**src/ctd_pkg.sv**
```systemverilog
// Shared types and constants for the CER token decoder.
// No dependencies; imported by cer_token_decoder_unit.
`default_nettype none

package ctd_pkg;

  // Nesting bound for indefinite string segments, and size bound for integer types
  localparam int MAX_NEST_DEPTH = 4;
  localparam int MAX_INT_BYTES  = 4;

  // Result queue depth
  localparam int RES_DEPTH    = 4;
  localparam int RES_PTR_W    = $clog2(RES_DEPTH);
  localparam int RES_CNT_W    = RES_PTR_W + 1;

  localparam logic [7:0]  CODE_ERR    = 8'hFF;
  localparam logic [7:0]  LEN_INDEF   = 8'h80;
  localparam logic [4:0]  TAG_EOC     = 5'd0;
  localparam logic [4:0]  TAG_SEQ     = 5'd16;
  localparam logic [31:0] STRING_TAGS = 32'h7FBC_1010;
  localparam logic [31:0] INT_TAGS    = 32'h0000_0406;

  localparam logic KIND_CONTENT = 1'b0;
  localparam logic KIND_TOKEN   = 1'b1;

  typedef struct packed {
    logic               kind;
    logic [7:0]         token_code;
    logic signed [31:0] int_value;
    logic [7:0]         content_byte;
    logic [31:0]        consumed;
    logic               last_of_run;
  } res_t;

  function automatic res_t make_res(logic kind, logic [7:0] code, logic [31:0] ival,
                                    logic [7:0] cbyte, logic [31:0] cons);
    res_t r;
    r.kind         = kind;
    r.token_code   = code;
    r.int_value    = ival;
    r.content_byte = cbyte;
    r.consumed     = cons;
    r.last_of_run  = 1'b0;
    return r;
  endfunction

endpackage

`default_nettype wire

```
**src/cer_token_decoder_unit.sv**
```systemverilog
// CER token decoder top level: byte parser state and result queue.
// Depends on ctd_pkg.
`default_nettype none

// Decodes an ASN.1 CER/BER byte stream, one byte word per accepted cycle. Each
// byte is parsed in a single pass against the parser state and gives zero, one
// or two result words, which are pushed into a 4-entry result queue. The byte
// side takes a word in every cycle while the queue has two free entries, so
// byte_stall rises only when the token side falls behind; the queue drains one
// word per cycle while token_stall is low. A byte giving two results (the last
// content byte of a string together with its finished token, or a content byte
// followed by a truncation error) puts two words on the token port, so sustained
// throughput is one byte per cycle except around those bytes. Errors report token_code
// 255 and return the parser to its reset state; the next byte is read as a tag byte.
module cer_token_decoder_unit
  import ctd_pkg::*;
(
  input  wire               clk,
  input  wire               rst,
  // byte side
  input  wire               byte_valid,
  output logic              byte_stall,
  input  wire  [7:0]        data_byte,
  input  wire               end_of_buffer,
  // token side
  output logic              token_valid,
  input  wire               token_stall,
  output logic              kind,
  output logic [7:0]        token_code,
  output logic signed [31:0] int_value,
  output logic [7:0]        content_byte,
  output logic [31:0]       consumed,
  output logic              last_of_run
);

  typedef enum logic [2:0] {
    PH_TAG,   // waiting for a tag byte
    PH_LEN0,  // first length byte
    PH_LENX,  // long-form length bytes
    PH_INT,   // integer content
    PH_STR    // string content
  } phase_t;

  // Parser state
  phase_t      phase, phase_next;
  logic [7:0]  tag_byte, tag_byte_next;
  logic [2:0]  length_bytes_left, length_bytes_left_next;
  logic [31:0] length_accumulator, length_accumulator_next;
  logic [31:0] content_bytes_left, content_bytes_left_next;
  logic [31:0] integer_accumulator, integer_accumulator_next;
  logic [31:0] position_count, position_count_next;
  logic [2:0]  nest_depth, nest_depth_next;
  logic        seg_end, seg_end_next;

  // Result queue
  res_t                 res_mem [RES_DEPTH];
  logic [RES_PTR_W-1:0] wr_ptr, rd_ptr;
  logic [RES_CNT_W-1:0] res_count;

  logic byte_accept, token_accept;

  // Per-byte decode signals
  logic        ok, trunc, restart;
  logic [31:0] pos_base, pos_new;
  logic        hdr_go, hdr_indef;
  logic [31:0] hdr_len, hdr_lval;
  logic [1:0]  tag_cls;
  logic [4:0]  tag_num;
  logic        tag_cons;
  logic [31:0] lacc_shift, iacc_shift, int_ext, cbl_dec;
  logic [2:0]  lbl_dec, nest_dec;
  logic        ea_valid, eb_valid;
  res_t        ea_res, eb_res, err_res;
  res_t        res0, res1;
  logic [1:0]  n_res;

  assign byte_stall   = (res_count > RES_CNT_W'(RES_DEPTH - 2));
  assign byte_accept  = byte_valid && !byte_stall;
  assign token_valid  = (res_count != '0);
  assign token_accept = token_valid && !token_stall;

  assign tag_cls  = tag_byte[7:6];
  assign tag_num  = tag_byte[4:0];
  assign tag_cons = tag_byte[5];

  assign pos_base   = (phase == PH_TAG && nest_depth == '0) ? '0 : position_count;
  assign pos_new    = (pos_base == '1) ? pos_base : pos_base + 32'd1;
  assign lacc_shift = {length_accumulator[23:0], data_byte};
  assign iacc_shift = {integer_accumulator[23:0], data_byte};
  assign lbl_dec    = length_bytes_left - 3'd1;
  assign cbl_dec    = content_bytes_left - 32'd1;
  assign nest_dec   = nest_depth - 3'd1;
  assign hdr_lval   = hdr_indef ? '1 : hdr_len;
  assign err_res    = make_res(KIND_TOKEN, CODE_ERR, '0, '0, '0);

  // Sign extension of a short integer by its content length
  always_comb begin
    case (length_accumulator[2:0])
      3'd1:    int_ext = {{24{iacc_shift[7]}}, iacc_shift[7:0]};
      3'd2:    int_ext = {{16{iacc_shift[15]}}, iacc_shift[15:0]};
      3'd3:    int_ext = {{8{iacc_shift[23]}}, iacc_shift[23:0]};
      default: int_ext = iacc_shift;
    endcase
  end

  // Length field decode: find where the header completes
  always_comb begin
    hdr_go    = 1'b0;
    hdr_indef = 1'b0;
    hdr_len   = '0;
    if (phase == PH_LEN0) begin
      if (data_byte == LEN_INDEF) begin
        hdr_go    = 1'b1;
        hdr_indef = 1'b1;
      end else if (!data_byte[7]) begin
        hdr_go  = 1'b1;
        hdr_len = {24'd0, data_byte};
      end
    end else if (phase == PH_LENX) begin
      if (lbl_dec == '0 && !lacc_shift[31]) begin
        hdr_go  = 1'b1;
        hdr_len = lacc_shift;
      end
    end
  end

  // Main parse step
  always_comb begin
    phase_next               = phase;
    tag_byte_next            = tag_byte;
    length_bytes_left_next   = length_bytes_left;
    length_accumulator_next  = length_accumulator;
    content_bytes_left_next  = content_bytes_left;
    integer_accumulator_next = integer_accumulator;
    position_count_next      = pos_new;
    nest_depth_next          = nest_depth;
    seg_end_next             = seg_end;
    ok       = 1'b1;
    ea_valid = 1'b0;
    eb_valid = 1'b0;
    ea_res   = err_res;
    eb_res   = make_res(KIND_TOKEN, {3'd0, tag_num}, '0, '0, pos_new);

    case (phase)
      PH_TAG: begin
        if (nest_depth == '0) begin
          tag_byte_next = data_byte;
          seg_end_next  = 1'b0;
        end else begin
          if (data_byte[7:6] != 2'd0 ||
              (data_byte[4:0] != TAG_EOC && data_byte[4:0] != tag_num))
            ok = 1'b0;
          seg_end_next = (data_byte[4:0] == TAG_EOC);
        end
        phase_next = PH_LEN0;
      end
      PH_LEN0: begin
        if (!hdr_go) begin
          if (data_byte[6:0] > 7'd4) begin
            ok = 1'b0;
          end else begin
            length_bytes_left_next  = data_byte[2:0];
            length_accumulator_next = '0;
            phase_next              = PH_LENX;
          end
        end
      end
      PH_LENX: begin
        length_accumulator_next = lacc_shift;
        length_bytes_left_next  = lbl_dec;
        if (lbl_dec == '0 && lacc_shift[31])
          ok = 1'b0;
      end
      PH_INT: begin
        integer_accumulator_next = iacc_shift;
        content_bytes_left_next  = cbl_dec;
        if (cbl_dec == '0) begin
          ea_valid   = 1'b1;
          ea_res     = make_res(KIND_TOKEN, {3'd0, tag_num}, int_ext, '0, pos_new);
          phase_next = PH_TAG;
        end
      end
      PH_STR: begin
        ea_valid = 1'b1;
        ea_res   = make_res(KIND_CONTENT, {3'd0, tag_num}, '0, data_byte, pos_new);
        content_bytes_left_next = cbl_dec;
        if (cbl_dec == '0) begin
          eb_valid   = (nest_depth == '0);
          phase_next = PH_TAG;
        end
      end
      default: ok = 1'b0;
    endcase

    // Header complete: classify the token
    if (hdr_go) begin
      length_accumulator_next = hdr_len;
      phase_next              = PH_TAG;
      if (nest_depth != '0) begin
        if (seg_end) begin
          if (hdr_indef || hdr_len != '0) begin
            ok = 1'b0;
          end else begin
            nest_depth_next = nest_dec;
            if (nest_dec == '0) begin
              ea_valid = 1'b1;
              ea_res   = make_res(KIND_TOKEN, {3'd0, tag_num}, '0, '0, pos_new);
            end
          end
        end else if (hdr_indef) begin
          if (nest_depth >= 3'(MAX_NEST_DEPTH))
            ok = 1'b0;
          else
            nest_depth_next = nest_depth + 3'd1;
        end else if (hdr_len != '0) begin
          content_bytes_left_next = hdr_len;
          phase_next              = PH_STR;
        end
      end else if (tag_cls != 2'd0) begin
        if (!tag_cons) begin
          ok = 1'b0;
        end else begin
          ea_valid = 1'b1;
          ea_res   = make_res(KIND_TOKEN, {tag_cls, 1'b0, tag_num}, hdr_lval, '0, pos_new);
        end
      end else if (tag_num == TAG_SEQ) begin
        if (!tag_cons) begin
          ok = 1'b0;
        end else begin
          ea_valid = 1'b1;
          ea_res   = make_res(KIND_TOKEN, {3'd0, tag_num}, hdr_lval, '0, pos_new);
        end
      end else if (tag_num == TAG_EOC) begin
        if (hdr_indef || hdr_len != '0) begin
          ok = 1'b0;
        end else begin
          ea_valid = 1'b1;
          ea_res   = make_res(KIND_TOKEN, '0, '0, '0, pos_new);
        end
      end else if (INT_TAGS[tag_num]) begin
        if (tag_cons || hdr_indef || hdr_len == '0 || hdr_len > 32'(MAX_INT_BYTES)) begin
          ok = 1'b0;
        end else begin
          content_bytes_left_next  = hdr_len;
          integer_accumulator_next = '0;
          phase_next               = PH_INT;
        end
      end else if (STRING_TAGS[tag_num]) begin
        if (hdr_indef) begin
          nest_depth_next = 3'd1;
        end else if (hdr_len == '0) begin
          ea_valid = 1'b1;
          ea_res   = make_res(KIND_TOKEN, {3'd0, tag_num}, '0, '0, pos_new);
        end else begin
          content_bytes_left_next = hdr_len;
          phase_next              = PH_STR;
        end
      end else begin
        ok = 1'b0;
      end
    end

    // Truncated token at end of buffer
    trunc   = ok && end_of_buffer && (phase_next != PH_TAG || nest_depth_next != '0);
    restart = !ok || trunc;
    if (restart) begin
      phase_next               = PH_TAG;
      tag_byte_next            = '0;
      length_bytes_left_next   = '0;
      length_accumulator_next  = '0;
      content_bytes_left_next  = '0;
      integer_accumulator_next = '0;
      position_count_next      = '0;
      nest_depth_next          = '0;
      seg_end_next             = 1'b0;
    end
  end

  // Assemble the results of this byte in order; the last one is flagged
  always_comb begin
    res0  = err_res;
    res1  = err_res;
    n_res = 2'd0;
    if (!ok) begin
      n_res = 2'd1;
    end else if (ea_valid) begin
      res0 = ea_res;
      if (eb_valid) begin
        res1  = eb_res;
        n_res = 2'd2;
      end else if (trunc) begin
        n_res = 2'd2;
      end else begin
        n_res = 2'd1;
      end
    end else if (trunc) begin
      n_res = 2'd1;
    end
    if (n_res == 2'd2)
      res1.last_of_run = 1'b1;
    else
      res0.last_of_run = 1'b1;
  end

  // Parser state registers
  always_ff @(posedge clk) begin
    if (rst) begin
      phase               <= PH_TAG;
      tag_byte            <= '0;
      length_bytes_left   <= '0;
      length_accumulator  <= '0;
      content_bytes_left  <= '0;
      integer_accumulator <= '0;
      position_count      <= '0;
      nest_depth          <= '0;
      seg_end             <= 1'b0;
    end else if (byte_accept) begin
      phase               <= phase_next;
      tag_byte            <= tag_byte_next;
      length_bytes_left   <= length_bytes_left_next;
      length_accumulator  <= length_accumulator_next;
      content_bytes_left  <= content_bytes_left_next;
      integer_accumulator <= integer_accumulator_next;
      position_count      <= position_count_next;
      nest_depth          <= nest_depth_next;
      seg_end             <= seg_end_next;
    end
  end

  // Result queue storage
  always_ff @(posedge clk) begin
    if (byte_accept) begin
      if (n_res != 2'd0)
        res_mem[wr_ptr] <= res0;
      if (n_res == 2'd2)
        res_mem[wr_ptr + RES_PTR_W'(1)] <= res1;
    end
  end

  // Result queue pointers
  always_ff @(posedge clk) begin
    if (rst) begin
      wr_ptr    <= '0;
      rd_ptr    <= '0;
      res_count <= '0;
    end else begin
      if (byte_accept)
        wr_ptr <= wr_ptr + RES_PTR_W'(n_res);
      if (token_accept)
        rd_ptr <= rd_ptr + RES_PTR_W'(1);
      res_count <= res_count + (byte_accept ? RES_CNT_W'(n_res) : '0)
                   - (token_accept ? RES_CNT_W'(1) : '0);
    end
  end

  assign kind         = res_mem[rd_ptr].kind;
  assign token_code   = res_mem[rd_ptr].token_code;
  assign int_value    = res_mem[rd_ptr].int_value;
  assign content_byte = res_mem[rd_ptr].content_byte;
  assign consumed     = res_mem[rd_ptr].consumed;
  assign last_of_run  = res_mem[rd_ptr].last_of_run;

  // Queue never overfills
  assert property (@(posedge clk) disable iff (rst)
    res_count <= RES_CNT_W'(RES_DEPTH))
    else $error("result queue overflow");

  // Any error returns the parser to its idle state
  assert property (@(posedge clk) disable iff (rst)
    (byte_accept && restart) |=> (phase == PH_TAG && nest_depth == '0 && position_count == '0))
    else $error("parser not restarted after error");

  // Nesting stays within its bound
  assert property (@(posedge clk) disable iff (rst)
    nest_depth <= 3'(MAX_NEST_DEPTH))
    else $error("nest depth out of range");

  // Long-form length always has bytes still to come
  assert property (@(posedge clk) disable iff (rst)
    (phase == PH_LENX) |-> (length_bytes_left != '0))
    else $error("long length with no bytes left");

  // Content words never carry the error code
  assert property (@(posedge clk) disable iff (rst)
    (token_valid && kind == KIND_CONTENT) |-> (token_code != CODE_ERR))
    else $error("content word with error code");

endmodule

`default_nettype wire
```
**config.mk**
```make
export PLATFORM = sky130hd
export DESIGN_NAME = cer_token_decoder_unit
export DESIGN_NICKNAME = d
export VERILOG_FILES = /design/src/ctd_pkg.sv /design/src/cer_token_decoder_unit.sv
export SDC_FILE = /design/constraint.sdc
export NUM_CORES = 1
export LEC_CHECK = 0
export ABC_AREA = 1
export BUFFER_PORTS_ARGS = -buffer_cell sky130_fd_sc_hd__buf_4
export CORE_ASPECT_RATIO = 1.1
export CORE_MARGIN = 4
export CORE_UTILIZATION = 35
export CTS_CLUSTER_DIAMETER = 30
export DETAILED_ROUTE_END_ITERATION = 6
export SYNTH_ARGS = -nofsm -noshare
export SYNTH_HDL_FRONTEND = slang
export SYNTH_SLANG_ARGS = --single-unit
```
**constraint.sdc**
```tcl
create_clock -name clk -period 5.78 [get_ports clk]
set_input_delay 1.445 -clock clk [delete_from_list [all_inputs] [get_ports clk]]
set_output_delay 1.445 -clock clk [all_outputs]
set_load 0.05 [all_outputs]
```
==> metrics.txt, run 1 <==
# TYPE chip_impl_metric gauge
chip_impl_info{name="run_status",value="finished with violations"} 1
chip_impl_info{name="violations",value="DRC"} 1
chip_impl_metric{name="leakagePower",unit="nW"} 11.91
chip_impl_metric{name="placementRows",unit=""} 104
chip_impl_info{name="cts.root.buffer_cell",value="clkbuf_16"} 1
chip_impl_metric{name="cp_data_arrival_time",unit="ns"} 5.41
chip_impl_metric{name="cts.sink_count",unit=""} 469
chip_impl_metric{name="synth_edf_count",unit=""} 164
chip_impl_metric{name="share_clk_of_total_power",unit="%"} 35.8
chip_impl_metric{name="diodes",unit=""} 0
chip_impl_info{name="rsz0062_at_grt",value="no"} 1
chip_impl_metric{name="globalRouteOverflowTotal",unit=""} 0
chip_impl_metric{name="die_w",unit="um"} 267.6
chip_impl_metric{name="power.share.switching",unit="%"} 40.97
chip_impl_metric{name="layout-area-overhead-vs-synth",unit="%"} 19.43
chip_impl_metric{name="report.final.hold_viol_count",unit=""} 0
chip_impl_metric{name="drt.antenna.violating_nets",unit=""} 0
chip_impl_metric{name="max_freq",unit="GHz"} 0.2036
chip_impl_metric{name="clock_tree.buffer_depth",unit=""} 3
chip_impl_metric{name="first_iter_violations",unit=""} 2437
chip_impl_metric{name="worst-slew-pin-transition",unit="ns"} 1.105
chip_impl_metric{name="via_count_of_the_first_global_routing_pass",unit=""} 24054
chip_impl_metric{name="final_max_slew_viol_count",unit=""} 0
chip_impl_info{name="synthTopCellsByCount",value="599 x nor2_1, 583 x nand2_1, 400 x o21ai_0"} 1
chip_impl_metric{name="filler_cell_count",unit=""} 7554
chip_impl_metric{name="ys_async_sr_fraction",unit="%"} 0
chip_impl_metric{name="place_area",unit="um2"} 27470
chip_impl_metric{name="yosysWarnings",unit=""} 0
chip_impl_metric{name="grt_first_pass_wirelength",unit="um"} 140200
chip_impl_metric{name="cts_setup_buffers",unit=""} 0
chip_impl_metric{name="timing.max_slew.rel_slack",unit="%"} 26.36
chip_impl_metric{name="final.setup.tns",unit="ns"} 0
chip_impl_metric{name="fp.dieH",unit="um"} 293.6
chip_impl_metric{name="layout_nets",unit=""} 3691
chip_impl_metric{name="fp.dieArea",unit="um2"} 78550
chip_impl_metric{name="post_drt_wl_per_cell",unit="um"} 19.39
chip_impl_info{name="synth.top_cells.by_area",value="dfxtp_1 24%, edfxtp_1 19%, nor2_1 8.7%"} 1
chip_impl_metric{name="track_usage",unit="%"} 22.36
chip_impl_metric{name="post-synth-top-area-fraction",unit="%"} 23.53
chip_impl_metric{name="ys_ff_latch",unit=""} 469
chip_impl_metric{name="synth_fp_nets",unit=""} 3662
chip_impl_metric{name="dp_cells",unit=""} 4515
chip_impl_metric{name="worst_hold_slack",unit="ns"} 0.4431
chip_impl_metric{name="reg2reg_setup_slack",unit="ns"} 0.87
chip_impl_metric{name="power_frac_seq",unit="%"} 27.6
chip_impl_metric{name="drt_pre_antenna_iters",unit=""} 7
chip_impl_metric{name="gpl.final_weighted_congestion",unit=""} 0.9952
chip_impl_metric{name="number_of_clock_buffers_inserted_by_tritoncts",unit=""} 97
chip_impl_metric{name="ir_worst_vdd",unit="mV"} 0.4149
chip_impl_metric{name="synth.yosys.seq_area_share",unit="%"} 42.52
chip_impl_metric{name="clk_transition_reported_paths",unit="ns"} 0.05
chip_impl_info{name="hold_path.class",value="flip-flop to flip-flop"} 1
chip_impl_metric{name="combPwrFrac",unit="%"} 36.6
chip_impl_metric{name="postLayoutCellArea",unit="um2"} 30980
chip_impl_metric{name="mappedNetlistArea",unit="um2"} 25940
chip_impl_metric{name="pwr_density_cell",unit="nW/um2"} 528.0
chip_impl_metric{name="cellInternalPower",unit="mW"} 9.656
chip_impl_metric{name="synth_cell_type_count",unit=""} 61
chip_impl_metric{name="h-tree-depth",unit=""} 3
chip_impl_info{name="timing.critical_path.mode_cell",value="nand2_1"} 1
chip_impl_metric{name="route.detailed.vias_per_inst",unit=""} 5.463
chip_impl_metric{name="postSynthCellCount",unit=""} 3631
chip_impl_metric{name="maximum_number_of_pins_on_one_net_before_global_route_repair",unit=""} 144
chip_impl_metric{name="ios",unit=""} 97
chip_impl_info{name="crit_slowest_cell",value="fa_1"} 1
chip_impl_info{name="ys_dominant_reg_cell",value="dfxtp_1"} 1
chip_impl_metric{name="period_share",unit="%"} 84.99
chip_impl_metric{name="clock_insertion_delay_at_the_later_pin_of_the_skew_report",unit="ns"} 0.68
chip_impl_metric{name="switching_component_of_the_power",unit="mW"} 6.703
chip_impl_metric{name="avgSynthCellArea",unit="um2"} 7.145
chip_impl_info{name="timing.critical_path.max_delay_family",value="simple AND/OR/NAND/NOR gates"} 1
chip_impl_metric{name="finish.cell_count_without_fillers",unit=""} 4697
chip_impl_metric{name="finalWirelength",unit="um"} 91090
chip_impl_info{name="setup.worst_path.class",value="flip-flop to flip-flop"} 1
chip_impl_metric{name="crit_path_max_incr_delay",unit="ns"} 0.38
chip_impl_info{name="cp-start-kind",value="flip-flop"} 1
chip_impl_metric{name="worstPathBufferInverterCount",unit=""} 6
chip_impl_metric{name="design.core.area",unit="um2"} 73390
chip_impl_info{name="synth_largest_area_cell",value="dfxtp_1"} 1
chip_impl_metric{name="crit_required",unit="ns"} 6.27
chip_impl_metric{name="drive_above_1_share",unit="%"} 11.14
chip_impl_metric{name="hold_buffers",unit=""} 0
chip_impl_metric{name="cts-resized-gates",unit=""} 0
chip_impl_metric{name="antenna_found_initial",unit=""} 0
chip_impl_metric{name="drcViolationCount",unit=""} 1
chip_impl_metric{name="cp_max_fo",unit=""} 16
chip_impl_metric{name="place.port_buffers",unit=""} 96
chip_impl_metric{name="finClkSkew",unit="ns"} 0.07518
chip_impl_metric{name="post-place-ws",unit="ns"} 0.4261
chip_impl_metric{name="post-dp-hpwl",unit="um"} 60220
chip_impl_metric{name="final.min_clock_period",unit="ns"} 4.912
chip_impl_metric{name="drv_cap",unit=""} 0
chip_impl_info{name="cp-end-kind",value="flip-flop"} 1
chip_impl_metric{name="setup_violations",unit=""} 0
chip_impl_info{name="synth.most_common_cell",value="nor2_1"} 1
chip_impl_info{name="tritoncts_clock_tree",value="yes"} 1
chip_impl_metric{name="detailroute.via_count",unit=""} 25658
chip_impl_metric{name="postLayoutSetupSlackWorst",unit="ns"} 0.8678
chip_impl_metric{name="floorplan.initialDensity",unit="%"} 35.35
==> power groups by stage <==
stage                     logic [mW]  clock network, mW  registers (mW)
after global routing            6.52               6.11            4.59
after CTS                       5.98               5.92            4.51
after global placement          5.92                  0            4.56
after detailed placement        5.95                  0            4.56
after floorplan                 4.28                  0            4.41
final                           5.98               5.85            4.52
==> worst min-delay path: stages (launching register included) <==
cell and delay [ns]:
dfxtp_1 0.30, inv_1 0.05, a21oi_1 0.05
==> flip-flops by register name, indices dropped and copies added, names as in the netlist, named ones only <==
register             count
nest_depth               3
res_mem                328
rd_ptr                   2
wr_ptr                   2
tag_byte                 8
position_count          32
length_accumulator      24
phase                    3
length_bytes_left        3
seg_end                  1
content_bytes_left      32
res_count                3
integer_accumulator     24
==> final cells by class <==
class,count,area (um2),share of cell area [%]
repair buffers,161,1321,4.264
clock buffers,121,2649,8.549
inverters,344,1301,4.200
well taps,954,1194,3.852
flip-flops and latches,469,11040,35.62
clock inverters,61,865.8,2.794
multi-input cells,2587,12620,40.72
==> kinds of logic (layout without fill, tap and decap cells) <==
group                      Yosys count  in the layout  synth area share, %
DFF                                469            469                42.52
xor gates and xnor gates            36             36                1.244
and+or+nand+nor                   1448           1448                23.32
adders and majority gates           18             18               0.8970
AOI/OAI and AO/OA                 1085           1085                23.06
buffers and inverters              575            687                8.965
==> placed cells by master (no fill, tap or decap), drive strengths merged, types with 3 or more instances in the layout <==
| master | instances |
|---|---|
| clkinvlp | 11 |
| nor2 | 625 |
| xor2 | 28 |
| nor4 | 13 |
| nand3b | 3 |
| a221oi | 5 |
| clkbuf | 121 |
| nand3 | 126 |
| a21oi | 373 |
| clkinv | 38 |
| o22ai | 116 |
| o221ai | 6 |
| a32oi | 3 |
| ha | 17 |
| o21ai | 474 |
| nand4 | 38 |
| a22oi | 3 |
| o2111ai | 43 |
| a31oi | 12 |
| o32ai | 11 |
| dfxtp | 305 |
| nand2 | 603 |
| o211ai | 16 |
| nor3 | 36 |
| bufinv | 13 |
| inv | 343 |
| edfxtp | 164 |
| buf | 161 |
| xnor2 | 8 |
| a211oi | 15 |
==> final timing paths <==
kind	to	depth (start not counted)	from
max	res_count[2]$_SDFF_PP0_	27	length_bytes_left[0]$_SDFFE_PP0P_
min	res_mem[0][61]$_SDFFE_PP0P_	2	res_mem[0][61]$_SDFFE_PP0P_
min reg2reg	res_mem[0][61]$_SDFFE_PP0P_	2	res_mem[0][61]$_SDFFE_PP0P_
max reg2reg	res_count[2]$_SDFF_PP0_	27	length_bytes_left[0]$_SDFFE_PP0P_
==> per-layer routing <==
metal | global-route usage (%) | part of all wire [%] | vias to the layer above
met2 | 35.37 | 45 | 1012
met1 | 30.42 | 43 | 12063
met3 | 4.120 | 7.9 | 191
li1 | - | - | 12392
met5 | 0 | 0 | -
met4 | 8.678 | 3.7 | 0
==> per-stage QoR <==
stage / power, mW / util [%]
6_report: 16.36 / 42.22
5_1_grt: 17.22 / 42.22
4_1_cts: 16.41 / 42.22
3_5_place_dp: 10.51 / 37.43
3_3_place_gp: 10.48 / 37.43
2_1_floorplan: 8.687 / -
Power figures use the tool's default switching activity.
==> run 2: changes to the inputs <==
==> constraint.sdc (replaced) <==
create_clock -name clk -period 5 [get_ports clk]
set_input_delay 1.25 -clock clk [delete_from_list [all_inputs] [get_ports clk]]
set_output_delay 1.25 -clock clk [all_outputs]
set_load 0.05 [all_outputs]
==> run 2 against run 1 <==
Effect of this change:
- the run now ends clean
- non-clock buffer count up 19
- power is 16% higher
- maximum frequency grew 5.4%
- cell count grew 0.53%
- register-to-register slack got worse by 0.53 ns
- die area is the same
- core utilization increased by 0.40 points
- critical path depth fell by 11
- routed wire length increased by 1.0%
- global-route usage is 0.43 points higher
- clock skew up 0.0085 ns
- critical endpoint is now res_mem[1][55]$_SDFFE_PP0P_
- largest cell class unchanged
==> metrics.txt, run 2 (same netlist as run 1, synthesis figures left out) <==
# TYPE chip_impl_metric gauge
chip_impl_metric{name="share_clk_of_total_power",unit="%"} 35.8
chip_impl_info{name="crit_slowest_cell",value="a211oi_1"} 1
chip_impl_metric{name="largest_reg_flops",unit=""} 328
chip_impl_metric{name="post_drt_wl_per_cell",unit="um"} 19.49
chip_impl_metric{name="postLayoutCellArea",unit="um2"} 31280
chip_impl_metric{name="drt.antenna.violating_nets",unit=""} 0
chip_impl_metric{name="die_w",unit="um"} 267.6
chip_impl_metric{name="switching_component_of_the_power",unit="mW"} 7.818
chip_impl_metric{name="floorplan.initialDensity",unit="%"} 35.35
chip_impl_metric{name="period_share",unit="%"} 93.25
chip_impl_metric{name="track_usage",unit="%"} 22.79
chip_impl_metric{name="crit_required",unit="ns"} 5.60
chip_impl_metric{name="worst_hold_slack",unit="ns"} 0.4449
chip_impl_metric{name="cp_max_fo",unit=""} 23
chip_impl_metric{name="worst-slew-pin-transition",unit="ns"} 1.160
chip_impl_metric{name="maximum_number_of_pins_on_one_net_before_global_route_repair",unit=""} 127
chip_impl_info{name="timing.critical_path.max_delay_family",value="simple AND/OR/NAND/NOR gates"} 1
chip_impl_metric{name="drcViolationCount",unit=""} 0
chip_impl_metric{name="setup_violations",unit=""} 0
chip_impl_metric{name="timing.hold.worst_path_depth",unit=""} 2
chip_impl_metric{name="finClkSkew",unit="ns"} 0.08363
chip_impl_metric{name="final_max_slew_viol_count",unit=""} 0
chip_impl_metric{name="drt_pre_antenna_iters",unit=""} 6
chip_impl_metric{name="r2r_cells",unit=""} 16
chip_impl_metric{name="reg2reg_setup_slack",unit="ns"} 0.34
chip_impl_metric{name="globalRouteOverflowTotal",unit=""} 0
chip_impl_metric{name="diodes",unit=""} 0
chip_impl_metric{name="gpl.final_weighted_congestion",unit=""} 1.009
chip_impl_metric{name="number_of_clock_buffers_inserted_by_tritoncts",unit=""} 99
chip_impl_metric{name="max_freq",unit="GHz"} 0.2145
chip_impl_metric{name="power_frac_seq",unit="%"} 27.2
chip_impl_info{name="most-common-layout-cells",value="598 x nor2_1, 579 x nand2_1, 400 x o21ai_0"} 1
chip_impl_metric{name="place.port_buffers",unit=""} 96
chip_impl_metric{name="placementRows",unit=""} 104
chip_impl_metric{name="cts-resized-gates",unit=""} 0
chip_impl_metric{name="h-tree-depth",unit=""} 3
chip_impl_metric{name="antenna_found_initial",unit=""} 1
chip_impl_metric{name="ios",unit=""} 97
chip_impl_info{name="cts.root.buffer_cell",value="clkbuf_16"} 1
chip_impl_metric{name="final.min_clock_period",unit="ns"} 4.663
chip_impl_metric{name="fp.dieH",unit="um"} 293.6
chip_impl_metric{name="drv_cap",unit=""} 0
chip_impl_metric{name="post-dp-hpwl",unit="um"} 61440
chip_impl_metric{name="via_count_of_the_first_global_routing_pass",unit=""} 24082
chip_impl_metric{name="cts.sink_count",unit=""} 469
chip_impl_metric{name="clk_transition_reported_paths",unit="ns"} 0.05
chip_impl_info{name="r2r_start",value="content_bytes_left[0]$_SDFFE_PP0P_"} 1
chip_impl_info{name="tritoncts_clock_tree",value="yes"} 1
chip_impl_metric{name="route.detailed.vias_per_inst",unit=""} 5.441
chip_impl_info{name="setup.worst_path.class",value="flip-flop to flip-flop"} 1
chip_impl_info{name="layout_commonest_cell",value="nor2_1"} 1
chip_impl_metric{name="clock_insertion_delay_at_the_later_pin_of_the_skew_report",unit="ns"} 0.68
chip_impl_info{name="crit_path_cell_trace",value="inv_1 -> ha_1 -> nand2_2 -> nor2_2 -> xor2_1 -> nand2_1 -> nor3_1 -> nand4_1 -> nor4_1 -> nand4_1 -> nor2_1 -> buf_4 -> a21oi_1 -> a211oi_1 -> o21ai_0 -> a21oi_1"} 1
chip_impl_metric{name="cts_setup_buffers",unit=""} 0
chip_impl_info{name="whs_endpoint",value="res_mem[1][43]$_SDFFE_PP0P_"} 1
chip_impl_metric{name="place_area",unit="um2"} 27700
chip_impl_metric{name="first_iter_violations",unit=""} 2770
chip_impl_info{name="hold_path.class",value="flip-flop to flip-flop"} 1
chip_impl_info{name="max_flop_register",value="res_mem"} 1
chip_impl_metric{name="grt_first_pass_wirelength",unit="um"} 142000
chip_impl_metric{name="cp_data_arrival_time",unit="ns"} 5.27
chip_impl_metric{name="pwr_density_cell",unit="nW/um2"} 608.8
chip_impl_info{name="min-delay-start",value="res_mem[1][43]$_SDFFE_PP0P_"} 1
chip_impl_metric{name="ir_worst_vdd",unit="mV"} 0.4246
chip_impl_metric{name="final_util",unit="%"} 42.62
chip_impl_metric{name="clock_tree.buffer_depth",unit=""} 3
chip_impl_metric{name="combPwrFrac",unit="%"} 37.0
chip_impl_metric{name="design.core.area",unit="um2"} 73390
chip_impl_metric{name="detailroute.via_count",unit=""} 25691
chip_impl_metric{name="finalWirelength",unit="um"} 92020
chip_impl_metric{name="cellInternalPower",unit="mW"} 11.23
chip_impl_metric{name="final.setup.tns",unit="ns"} 0
chip_impl_info{name="largest_registers",value="res_mem x328, content_bytes_left x32, position_count x32"} 1
chip_impl_info{name="cp-end-kind",value="flip-flop"} 1
chip_impl_metric{name="crit_path_max_incr_delay",unit="ns"} 0.69
chip_impl_metric{name="timing.max_slew.rel_slack",unit="%"} 22.57
chip_impl_info{name="rsz0062_at_grt",value="no"} 1
chip_impl_metric{name="report.final.hold_viol_count",unit=""} 0
chip_impl_metric{name="total_design_power",unit="mW"} 19.04
chip_impl_metric{name="fp.dieArea",unit="um2"} 78550
chip_impl_info{name="r2r_end",value="res_mem[1][55]$_SDFFE_PP0P_"} 1
chip_impl_metric{name="leakagePower",unit="nW"} 12.05
chip_impl_metric{name="worstPathBufferInverterCount",unit=""} 2
chip_impl_metric{name="drive_above_1_share",unit="%"} 11.89
chip_impl_info{name="run_status",value="completed"} 1
chip_impl_metric{name="hold_buffers",unit=""} 0
chip_impl_metric{name="layout_nets",unit=""} 3712
chip_impl_info{name="cp-start-kind",value="flip-flop"} 1
chip_impl_metric{name="layout-area-overhead-vs-synth",unit="%"} 20.56
chip_impl_metric{name="power.share.switching",unit="%"} 41.05
## run 2: cell types whose count changed in the layout (fill, tap and decap cells not counted), sizes merged
cell / delta
buf: +19
clkinvlp: +4
clkbuf: -4
clkinv: +8
inv: -2
## run 2: worst max-delay path by stage
stage                                             startpoint                          end  slack, ns  depth (start not counted)
after floorplan                                 data_byte[0]     res_mem[0][16]$_DFFE_PP_       0.04                         21
after global placement                          data_byte[0]      res_count[2]$_SDFF_PP0_       0.08                         24
after detailed placement                        data_byte[0]      res_count[2]$_SDFF_PP0_       0.03                         24
after CTS                 content_bytes_left[0]$_SDFFE_PP0P_  res_mem[1][55]$_SDFFE_PP0P_       0.43                         16
after global routing      content_bytes_left[0]$_SDFFE_PP0P_      res_count[2]$_SDFF_PP0_       0.03                         27
final                     content_bytes_left[0]$_SDFFE_PP0P_  res_mem[1][55]$_SDFFE_PP0P_       0.34                         16
## run 2: per-layer routing
layer	up-vias	part of all wire, %	global-route usage (%)	wire, um
met3	180	7.2	3.207	6593
met1	12060	44	31.46	40340
met4	2	3.6	8.896	3272
li1	12430	-	-	-
met5	-	0.014	0	13
met2	1019	45	36.21	41810
## run 2: through the flow
stage / cells / setup slack, ns
2_1_floorplan: 3631 / 0.04035
3_3_place_gp: 4534 / 0.08075
3_5_place_dp: 4534 / 0.03014
4_1_cts: 4722 / 0.4328
5_1_grt: 4722 / 0.03324
6_report: 4722 / 0.3375
## run 2: tightest hold or removal path: cells and delay by family (launching register included)
kind	cells	cell delay (ns)
buffers and inverters	1	0.05
DFF	1	0.29
AOI/OAI and AO/OA	1	0.05
## run 2: final cells by class
cell class              count  area, um2
fillers                  7500      42110
multi-input cells        2587      12640
flip-flops and latches    469      11040
clock buffers             117       2625
repair buffers            180       1551
inverters                 344       1301
well taps                 954       1194
clock inverters            71      935.9
## run 2: power by group through the flow
stage	Combinational (mW)	Sequential (mW)	Clock, mW
floorplan	4.95	5.09	0
global placement	6.97	5.22	0
detailed placement	7.00	5.23	0
CTS	7.03	5.17	6.90
global route	7.67	5.26	7.10
finish	7.04	5.18	6.82
